$ cat src/design/pdf_pkg.sv
`timescale 1ns / 1ps
// ----------------------------------------------------------------------------
// pdf_pkg
// shared types and codes of the pixel deglitch filter
// ----------------------------------------------------------------------------
package pdf_pkg;

  // configuration register indexes
  localparam logic REG_IMAGE_COLS = 1'b0;
  localparam logic REG_IMAGE_ROWS = 1'b1;

  // input word kinds carried on tuser
  localparam logic OP_PIXEL = 1'b0;
  localparam logic OP_DRAIN = 1'b1;

  typedef enum logic [3:0] {
    S_IDLE = 4'b0001,
    S_READ = 4'b0010,
    S_CALC = 4'b0100,
    S_WB   = 4'b1000
  } state_t;

  // which neighbors of the center pixel exist
  typedef struct packed {
    logic up;
    logic down;
    logic left;
    logic right;
  } nb_present_t;

endpackage

$ cat src/design/pdf_avg.sv
`timescale 1ns / 1ps
// ----------------------------------------------------------------------------
// pdf_avg
// glitch test and rounded neighbor average, two register stages
// ----------------------------------------------------------------------------
module pdf_avg import pdf_pkg::*; #(
  parameter int PIXEL_BITS = 8
) (
  input  logic                  clk,
  input  logic                  load,
  input  logic                  step,
  input  logic [PIXEL_BITS-1:0] center,
  input  logic [PIXEL_BITS-1:0] nb_up,
  input  logic [PIXEL_BITS-1:0] nb_down,
  input  logic [PIXEL_BITS-1:0] nb_left,
  input  logic [PIXEL_BITS-1:0] nb_right,
  input  nb_present_t           present,
  output logic [PIXEL_BITS-1:0] value,
  output logic                  glitch
);

  localparam int SUM_W = PIXEL_BITS + 2;
  localparam int RECIP_SHIFT = SUM_W;
  localparam logic [SUM_W-1:0] RECIP = SUM_W'((2 ** RECIP_SHIFT) / 3);

  logic [PIXEL_BITS-1:0] nb_val [4];
  logic [3:0]            nb_on;
  logic [3:0]            far;
  logic [SUM_W-1:0]      sum;
  logic [2:0]            n;

  logic [SUM_W-1:0]      sum_q;
  logic [2:0]            n_q;
  logic                  glitch_q;
  logic [PIXEL_BITS-1:0] center_q;
  logic [2*SUM_W-1:0]    prod_q;

  logic [SUM_W-1:0]      sum_p1;
  logic [SUM_W-1:0]      sum_p2;
  logic [SUM_W-1:0]      q0;
  logic [SUM_W-1:0]      rem;
  logic [SUM_W-1:0]      q3;
  logic [SUM_W-1:0]      avg;

  assign nb_val[0] = nb_up;
  assign nb_val[1] = nb_down;
  assign nb_val[2] = nb_left;
  assign nb_val[3] = nb_right;
  assign nb_on = {present.right, present.left, present.down, present.up};

  always_comb begin
    logic [PIXEL_BITS-1:0] diff;
    sum = '0;
    n   = '0;
    for (int i = 0; i < 4; i++) begin
      diff = (center > nb_val[i]) ? center - nb_val[i] : nb_val[i] - center;
      far[i] = !nb_on[i] || (diff > PIXEL_BITS'(1));
      if (nb_on[i]) begin
        sum = sum + SUM_W'(nb_val[i]);
        n   = n + 3'd1;
      end
    end
  end

  always_ff @(posedge clk) begin
    if (load) begin
      sum_q    <= sum;
      n_q      <= n;
      glitch_q <= (n != 3'd0) && (&far);
      center_q <= center;
    end
  end

  assign sum_p1 = sum_q + SUM_W'(1);
  assign sum_p2 = sum_q + SUM_W'(2);

  // divide by three through a reciprocal, corrected by one step
  always_ff @(posedge clk) begin
    if (step) begin
      prod_q <= (2*SUM_W)'(sum_p1) * (2*SUM_W)'(RECIP);
    end
  end

  assign q0  = prod_q[2*SUM_W-1:RECIP_SHIFT];
  assign rem = sum_p1 - ((q0 << 1) + q0);
  assign q3  = (rem >= SUM_W'(3)) ? q0 + SUM_W'(1) : q0;

  always_comb begin
    case (n_q)
      3'd1:    avg = sum_q;
      3'd2:    avg = sum_p1 >> 1;
      3'd3:    avg = q3;
      3'd4:    avg = sum_p2 >> 2;
      default: avg = sum_q;
    endcase
  end

  assign glitch = glitch_q;
  assign value  = glitch_q ? avg[PIXEL_BITS-1:0] : center_q;

endmodule

$ cat config.mk
export PLATFORM = sky130hd
export DESIGN_NAME = pdf_avg
export DESIGN_NICKNAME = d
export VERILOG_FILES = /design/src/design/pdf_pkg.sv /design/src/design/pdf_avg.sv
export SDC_FILE = /design/constraint.sdc
export NUM_CORES = 1
export LEC_CHECK = 0
export ABC_AREA = 1
export BUFFER_PORTS_ARGS = -buffer_cell sky130_fd_sc_hd__buf_2
export CAP_MARGIN = 10
export CORE_MARGIN = 3
export CORE_UTILIZATION = 35
export DETAILED_ROUTE_END_ITERATION = 12
export PLACE_DENSITY = 0.49
export SLEW_MARGIN = 20
export SYNTH_ARGS = -nofsm -noshare
export SYNTH_HDL_FRONTEND = slang
export SYNTH_SLANG_ARGS = --single-unit
$ cat constraint.sdc
create_clock -name clk -period 13.9 [get_ports clk]
set_input_delay 0.695 -clock clk [delete_from_list [all_inputs] [get_ports clk]]
set_output_delay 0.695 -clock clk [all_outputs]
set_load 0.02 [all_outputs]
After elaboration in Yosys (flattened, before gate mapping). Index checks and enable logic that the tools add are counted. W data, S select, Z words.

Flip-flop bits (word level): 41. Bits of input ports: 47. Output and inout port bits: 9. Word-level logic and storage cells: 63.

$add $sub $neg: 19. Multiply operators: 1. $lt $le $gt $ge: 9. Equal/unequal tests: 3. Multiplexer cells: 15. Reductions and logical operators: 11.

Operator list (number): $sub A8 B8 Y8 (8); $mux W8 (7); $gt A8 B1 Y1 const B (4); $gt A8 B8 Y1 (4); $add A10 B8 Y10 (3); $mux W10 (3); $pmux W8 S3 (1); $mul A10 B9 Y19 const B (1); $add A10 B1 Y10 const B (1); $add A10 B2 Y10 const B (1); $add A10 B9 Y10 (1); $ge A10 B2 Y1 const B (1); $sub A10 B10 Y10 (1); $add A3 B1 Y3 const B (3); $mux W3 (3); $add A8 B1 Y8 const B (1); $eq A3 B2 Y1 const B (2); $logic_not A1 Y1 (4); $logic_or A1 B1 Y1 (4); $reduce_and A4 Y1 (1); $eq A3 B3 Y1 const B (1); $reduce_bool A3 Y1 (1); $logic_and A1 B1 Y1 (1); $mux W1 (1).

Logic depth before layout (Yosys ltp). Gate-level depths: netlist (run 1).

Word-level depth: 9. Mapped depth: 27. Mapped depth without buffers: 26.

Worst setup path before layout (run 1). OpenSTA, ideal clock, no wires.

Kind: reg-to-reg. Start: register sum_q[2]. End: register prod_q[17], data pin. Library setup time: 252 ps. Arrival time: 4275 ps. Data required time: 13648 ps. Slack: 9373 ps. Cell stages (with the launch flop): 21. Path buffers: 0. Clock period less this slack: 4527 ps. Cell sequence: edfxtp_1 > ha_1 > xnor2_1 > o21ai_0 > ha_1 > inv_1 > fa_1 > inv_1 > fa_1 > fa_1 > ha_1 > nand2_1 > o21ai_0 > o21bai_1 > nand3_1 > nand2_1 > nand2_1 > nand2_1 > nand2_1 > nand3_1 > nand2_1.

Word-level cells in the longest chain between the ends: 2.

RTL lines: start, declared (RTL line pdf_avg.sv:32) `logic [SUM_W-1:0] sum_q;`; start signal, assigned (RTL line pdf_avg.sv:67) `sum_q <= sum;`; $add A10 B1 Y10 (RTL line pdf_avg.sv:74) `assign sum_p1 = sum_q + SUM_W'(1);`; $mul A10 B9 Y19 (RTL line pdf_avg.sv:80) `prod_q <= (2*SUM_W)'(sum_p1) * (2*SUM_W)'(RECIP);`; end signal, assigned (RTL line pdf_avg.sv:80); end, declared (RTL line pdf_avg.sv:36) `logic [2*SUM_W-1:0] prod_q;`.

Every way passes these cells. A chain may end at the register's enable or synchronous reset.

Worst setup path after layout (run 1).
Start: register sum_q[0]. End: register prod_q[17], data pin.

The elaborated chain is that of the path after synthesis.

==> results.md, run 1 <==
- DR iter-0 viols: 522
- Most frequent CP cell: nand2_1
- Register bit count reported by yosys: 31
- Main flop type after synthesis: edfxtp_1
- Compound-Gate Fraction of Synth Area: 10.9%
- Mapped Cells: 1263
- Combinational family with the most area after synthesis: simple AND/OR/NAND/NOR gates
- Required @ worst endpoint: 13.94 ns
- Fin Setup TNS: 0 ns
- Setup slack after layout: 8.84 ns
- Top post-synthesis cells by area: ha_1, nand2_1, edfxtp_1, inv_1, fa_1
- P_leak: 5.20 nW
- Area delta synth->final: 9.23%
- Post-synth top area share: 21.6%
- Clock transition at the registers of the reported paths: 0.05 ns
- CTS hold repair buffers: 0
- Root buf cell: clkbuf_16
- CP Cell Sequence: ha_1, nand3_1, xor2_1, ha_1, inv_1, fa_1, inv_1, fa_1, fa_1, ha_1, a21oi_1, o21ai_0, o21bai_1, nand3_1, nand2_1, nand2_1, nand2_1, nand2_1, nand2_1, nand2_1, nand2_1
- Most common cell in the netlist: nand2_1
- Row count: 56
- Vias in the first global route: 7783
- Grt total ovfl: 0
- Layout cells sized above 1: 7.84%
- Crit path time final: 5.06 ns
- Pre-antenna DRT Iters: 6
- Design Power: 1.98 mW
- Diodes inserted: 0
- Filler instances: 2608
- Die extent in y: 161 um
- Fmax: 198 MHz
- WP data arrival: 5.10 ns
- Clock sink count: 31
- FF-to-FF path depth: 21
- Ports: 56
- Area leader, netlist: ha_1
- Max Cap Viol: 0
- DP Wirelength: 20600 um
- Clk buf depth: 2
- Crit share post-route: 36.4%
- Max VDD drop: 0.172 mV
- Post-synthesis net count: 1493
- Largest net degree at the start of global routing: 23
- DR vias: 8006
- Status: finished clean
- Mux contribution to synthesized area: 0.356%
- Via/cell ratio: 4.91
- RSZ-0062 raised after global routing: false
- Post-Syn Area: 8450 um^2
- Crit path kind: flip-flop to flip-flop
- Hold_ws: 0.789 ns
- Commonest cells in the netlist: nand2_1, inv_1, ha_1
- Worst Hold Path Cells: 1
- Relative slew slack: 59.5%
- EDFF count, synth: 31
- CTS tree: yes
- TritonCTS Buffers: 5
- CTS H-tree lvls: 2
- Placed cells: 1624
- Ys async rst share: 0%
- Fin cells: 1632
- YS warnings: 0
- Worst-Skew Late Latency: 0.28 ns
- Pre-CTS setup slack: 8.86 ns
- NumNets Final: 1542
- Worst hold endpoint: prod_q[10]
- Register-to-Register Setup Slack: 8.84 ns
- Xor-xnor portion of the synthesized cell area: 5.08%
- Worst-margin pin slew: 0.601 ns
- Final setup fails: 0
- Adder-Cell Fraction of Synth Area: 30.4%
- Core area: 23600 um^2
- Initial antenna violation count: 0
- Final Max Slew Viols: 0
- Startpoint Class: flip-flop
- Skew final: 0.00130 ns
- Seq/Total Area, Yosys: 11.0%
- Starting Density: 35.8%
- Count of unique library cells instantiated by Yosys: 47
- Post-Synth Simple-Gate Area: 31.0%
- Wire length per cell: 14.9 um
- Area of the multi-input gates: 6570 um^2
- Reg2reg start: sum_q[0]
- Hold/Removal Path Class: input port to flip-flop
- Worst min-delay path startpoint: step
- Crit Path Max Fanout: 10
- Setup Fix Bufs, Post-CTS: 0
- CP max stage delay: 0.62 ns
- CP endpoint kind: flip-flop
- GRT Util Overall: 18.9%
- DRC viols: 0
- Drt total wl: 24300 um
- Crit Reg-Reg Endpoint: prod_q[17]
- Final-report hold violation count: 0
- Crit path max-delay cell type: edfxtp_1
- Die area: 26000 um^2
- Global-route wire length before repair: 39700 um
- Gp weighted congestion: 0.903
- Input/output buffers: 55
- Die Wd: 161 um
- Post-route ant nets: 0
- Reg area: 931 um^2
- Pwr/cell area: 214 nW/um^2
- CTS resizes: 0
- Mean Syn Cell Area: 6.69 um^2
-- cell type report --
| cell class | instances | share of cell area (%) |
|---|---|---|
| multi-input combinational | 982 | 71.2 |
| sequential | 31 | 10.1 |
| inverter | 237 | 9.66 |
| tap | 319 | 4.33 |
| timing repair buffer | 55 | 2.98 |
| clock buffer | 5 | 1.36 |
| clock inverter | 3 | 0.420 |
-- routing by layer --
metal	routed length (um)	global-route usage (%)
met1	11100	24.7
met2	12100	34.1
met3	514	1.05
met4	510	4.81
met5	0	0
-- flip-flops by register name, indices dropped and copies added (netlist names) --
signal,cells
sum_q,10
center_q,8
glitch,1
n_q,3
prod_q,9
-- power breakdown --
group / total (mW) / switching, mW / leakage [nW] / internal (mW)
Clock: 0.124 / 0.0407 / 0.0812 / 0.0835
Sequential: 0.213 / 0.0388 / 0.303 / 0.174
Combinational: 1.64 / 1.02 / 4.82 / 0.619
Total: 1.98 / 1.10 / 5.20 / 0.876
-- worst max path at each step --
stage	start	to	slack (ns)	depth (start not counted)
floorplan	sum_q[2]	prod_q[17]	9.37	20
global placement	sum_q[0]	prod_q[17]	8.94	21
detailed placement	sum_q[0]	prod_q[17]	8.86	21
CTS	sum_q[0]	prod_q[17]	8.84	21
global route	sum_q[0]	prod_q[17]	8.41	21
finish	sum_q[0]	prod_q[17]	8.84	21
-- metrics by stage --
| stage | utilization [%] | area, um^2 |
|---|---|---|
| 4_1_cts | 39.1 | 9230 |
| 3_5_place_dp | 38.4 | 9060 |
| 3_3_place_gp | 38.4 | 9060 |
| 6_report | 39.1 | 9230 |
| 5_1_grt | 39.1 | 9230 |
| 2_1_floorplan | - | 8450 |
-- critical path: cells and delay by family (launching register included) --
family                   cells  cell delay, ns
flip-flops                   1            0.62
XOR/XNOR                     1            0.47
AO/OA/AOI/OAI                3            0.48
adder cells (fa/ha/maj)      6            2.43
buffers and inverters        2            0.13
AND/OR/NAND/NOR              9            0.70
-- logic make-up (layout without fill, tap and decap cells) --
family | Yosys count | after routing
mux | 3 | 3
flops | 31 | 31
fa+ha+maj | 183 | 183
buf+inv | 250 | 300
xor+xnor | 49 | 49
compound gates | 164 | 164
simple gates | 583 | 583
-- layout by cell type (no fill, tap or decap), drive strengths merged --
cell and count:
edfxtp 31, nor2 63, mux2i 3, fa 37
a211oi 6, xnor2 12, or2 2, nor4 1
a22oi 1, bufinv 1, clkbuf 5, a21o 10
nand4 23, inv 235, nor3b 1, buf 55
o221ai 1, nand2 385, o21ai 49, nand3 92
nand3b 10, a221oi 3, a31oi 2, a21boi 3
xor2 37, nor3 6, o311ai 2, ha 146
o31ai 1, clkinv 4, a21oi 79, o21a 3
o21bai 4
Power figures use the tool's default switching activity.
==> run 2: changes to the inputs <==
- PLACE_DENSITY: 0.49 -> 0.51
- clock period: 13.9 -> 4.2 ns (I/O delays scaled with it)
==> run 2 against run 1 <==
  * The run now ends with setup timing left
  * Clock skew is essentially flat
  * Final cell count up 4.7%
  * Flip-flop and latch count did not move
  * Global-route usage barely moved
  * Clock-buffer cell count unchanged
  * Largest power group unchanged
  * Highest routed layer unchanged
==> results.md, run 2 (synthesis results as in run 1) <==
- Biggest register: sum_q
- Hold_ws: 0.295 ns
- WP data arrival: 4.37 ns
- P_leak: 5.62 nW
- CTS hold repair buffers: 0
- Initial antenna violation count: 0
- Die Wd: 161 um
- Design Power: 8.51 mW
- Input/output buffers: 55
- CP Cell Sequence: buf_4, ha_4, xnor2_4, inv_2, buf_4, ha_1, inv_1, fa_1, inv_1, fa_1, fa_1, ha_4, buf_4, nand4_1, o21bai_4, nand3_2, nand2_4, nand2_2, nand2_2, nand2_2, nand3_1, nand2_1
- Crit share post-route: 103%
- Ports: 56
- Wire length per cell: 14.5 um
- GR Util met2: 35.2%
- Commonest non-fill, non-tap cell in the layout: nand2_1
- Final setup fails: 7
- Pre-antenna DRT Iters: 5
- Relative slew slack: 60.7%
- Sequential share of power: 8.1%
- GR peak layer: met2
- Worst-Skew Late Latency: 0.28 ns
- Met1 Use GR: 23.8%
- Clock sink count: 31
- FF-to-FF path depth: 22
- CP max stage delay: 0.55 ns
- Crit path kind: flip-flop to flip-flop
- Commonest non-fill, non-tap cells in the layout: nand2_1, inv_1, ha_1
- CTS H-tree lvls: 2
- Final-report hold violation count: 0
- Area delta synth->final: 21.4%
- Largest net degree at the start of global routing: 23
- GRT Util Overall: 18.9%
- Drt total wl: 24800 um
- Placed cells: 1689
- Worst-margin pin slew: 0.589 ns
- Max reg flops: 10
- Global routing usage on met3: 1.26%
- Post-Route Utilization: 43.4%
- Starting Density: 35.8%
- Fin cells: 1709
- Vias in the first global route: 7739
- Area of the multi-input gates: 6990 um^2
- Pint: 4.20 mW
- Pre-CTS setup slack: -0.119 ns
- Startpoint Class: flip-flop
- Logic pwr share: 86.9%
- Sw frac: 50.7%
- Root buf cell: clkbuf_16
- Setup crit start: sum_q[1]
- Filler instances: 2499
- Required @ worst endpoint: 4.24 ns
- Reg2reg start: sum_q[1]
- End point of the critical path: prod_q[17]
- Core area: 23600 um^2
- Global-route wire length before repair: 39700 um
- Max Cap Viol: 0
- Biggest regs: sum_q (10), prod_q (9), center_q (8)
- Skew final: 0.00167 ns
- DR iter-0 viols: 372
- Pwr/cell area: 830 nW/um^2
- Clock share of power: 5.0%
- Row count: 56
- Die extent in y: 161 um
- Crit Path Max Fanout: 4
- Crit Reg-Reg Endpoint: prod_q[17]
- Clock transition at the registers of the reported paths: 0.06 ns
- Crit path time final: 4.33 ns
- Status: finished, violations left
- Via/cell ratio: 4.76
- Crit path max-delay cell type: fa_1
- Clk buf depth: 2
- Reg area: 931 um^2
- CP endpoint kind: flip-flop
- Die area: 26000 um^2
- Hold/Removal Path Class: input port to flip-flop
- DRC viols: 0
- NumNets Final: 1619
- Layout cells sized above 1: 16.9%
- Post-route ant nets: 0
- Final Max Slew Viols: 0
- Register-to-Register Setup Slack: -0.13 ns
- Failing checks: setup timing
- Fmax: 231 MHz
- TritonCTS Buffers: 5
- RSZ-0062 raised after global routing: true
- CTS tree: yes
- Max VDD drop: 0.856 mV
- Setup slack after layout: -0.130 ns
- DR vias: 8129
- Gp weighted congestion: 0.881
- DP Wirelength: 21000 um
- Sw Pwr: 4.31 mW
- Diodes inserted: 0
- Grt total ovfl: 0
## run 2: how the worst min path moves through the flow
stage,startpoint,endpoint,slack (ns),cells past startpoint
3_5_place_dp,step,prod_q[11],0.59,1
5_1_grt,center[5],center_q[5],0.30,1
6_report,step,prod_q[11],0.30,1
3_3_place_gp,step,prod_q[11],0.59,1
4_1_cts,step,prod_q[13],0.30,1
2_1_floorplan,center[0],center_q[0],0.31,0
## run 2: timing repair
action | in CTS | in global routing
resized for setup | 8 | 50
endpoints found under the setup margin | 13 | 20
buffers inserted | 1 | 10
endpoints found under the hold margin | 0 | 0
cloned | 0 | 1
pin swaps | 14 | 16
## run 2: layout make-up
class / count / share of cell area [%]
multi-input combinational: 983 / 68.1
sequential: 31 / 9.08
inverter: 237 / 8.69
timing repair buffer: 131 / 8.63
tap: 319 / 3.89
clock buffer: 5 / 1.22
clock inverter: 3 / 0.378
## run 2: stage by stage
step           instance area [um^2]  setup TNS (ns)
2_1_floorplan                  8560         -0.0471
5_1_grt                       10300           -3.34
6_report                      10300          -0.489
4_1_cts                        9900          -0.179
3_3_place_gp                   9670         -0.0661
3_5_place_dp                   9670          -0.387
## run 2: power by group through the flow
stage / clock network [mW] / registers [mW] / logic, mW
after global placement: 0 / 0.702 / 6.52
final: 0.426 / 0.690 / 7.39
after floorplan: 0 / 0.650 / 4.56
after CTS: 0.436 / 0.698 / 6.66
after detailed placement: 0 / 0.703 / 6.55
after global routing: 0.442 / 0.704 / 8.33
## run 2: worst max-delay path, delay by kind of cell, from the launching register on
| family | cells | cell delay, ns |
|---|---|---|
| AOI/OAI and AO/OA | 1 | 0.15 |
| adders and majority gates | 6 | 2.19 |
| buffers and inverters | 6 | 0.58 |
| xor gates and xnor gates | 1 | 0.15 |
| DFF | 1 | 0.44 |
| and+or+nand+nor | 8 | 0.58 |
## run 2: per-layer routing
layer  vias to the layer above  part of all wire (%)
met5                         -                     0
met4                         0                   1.9
met3                        30                   2.0
met2                       115                    51
met1                      3663                    45
li1                       4321                     -
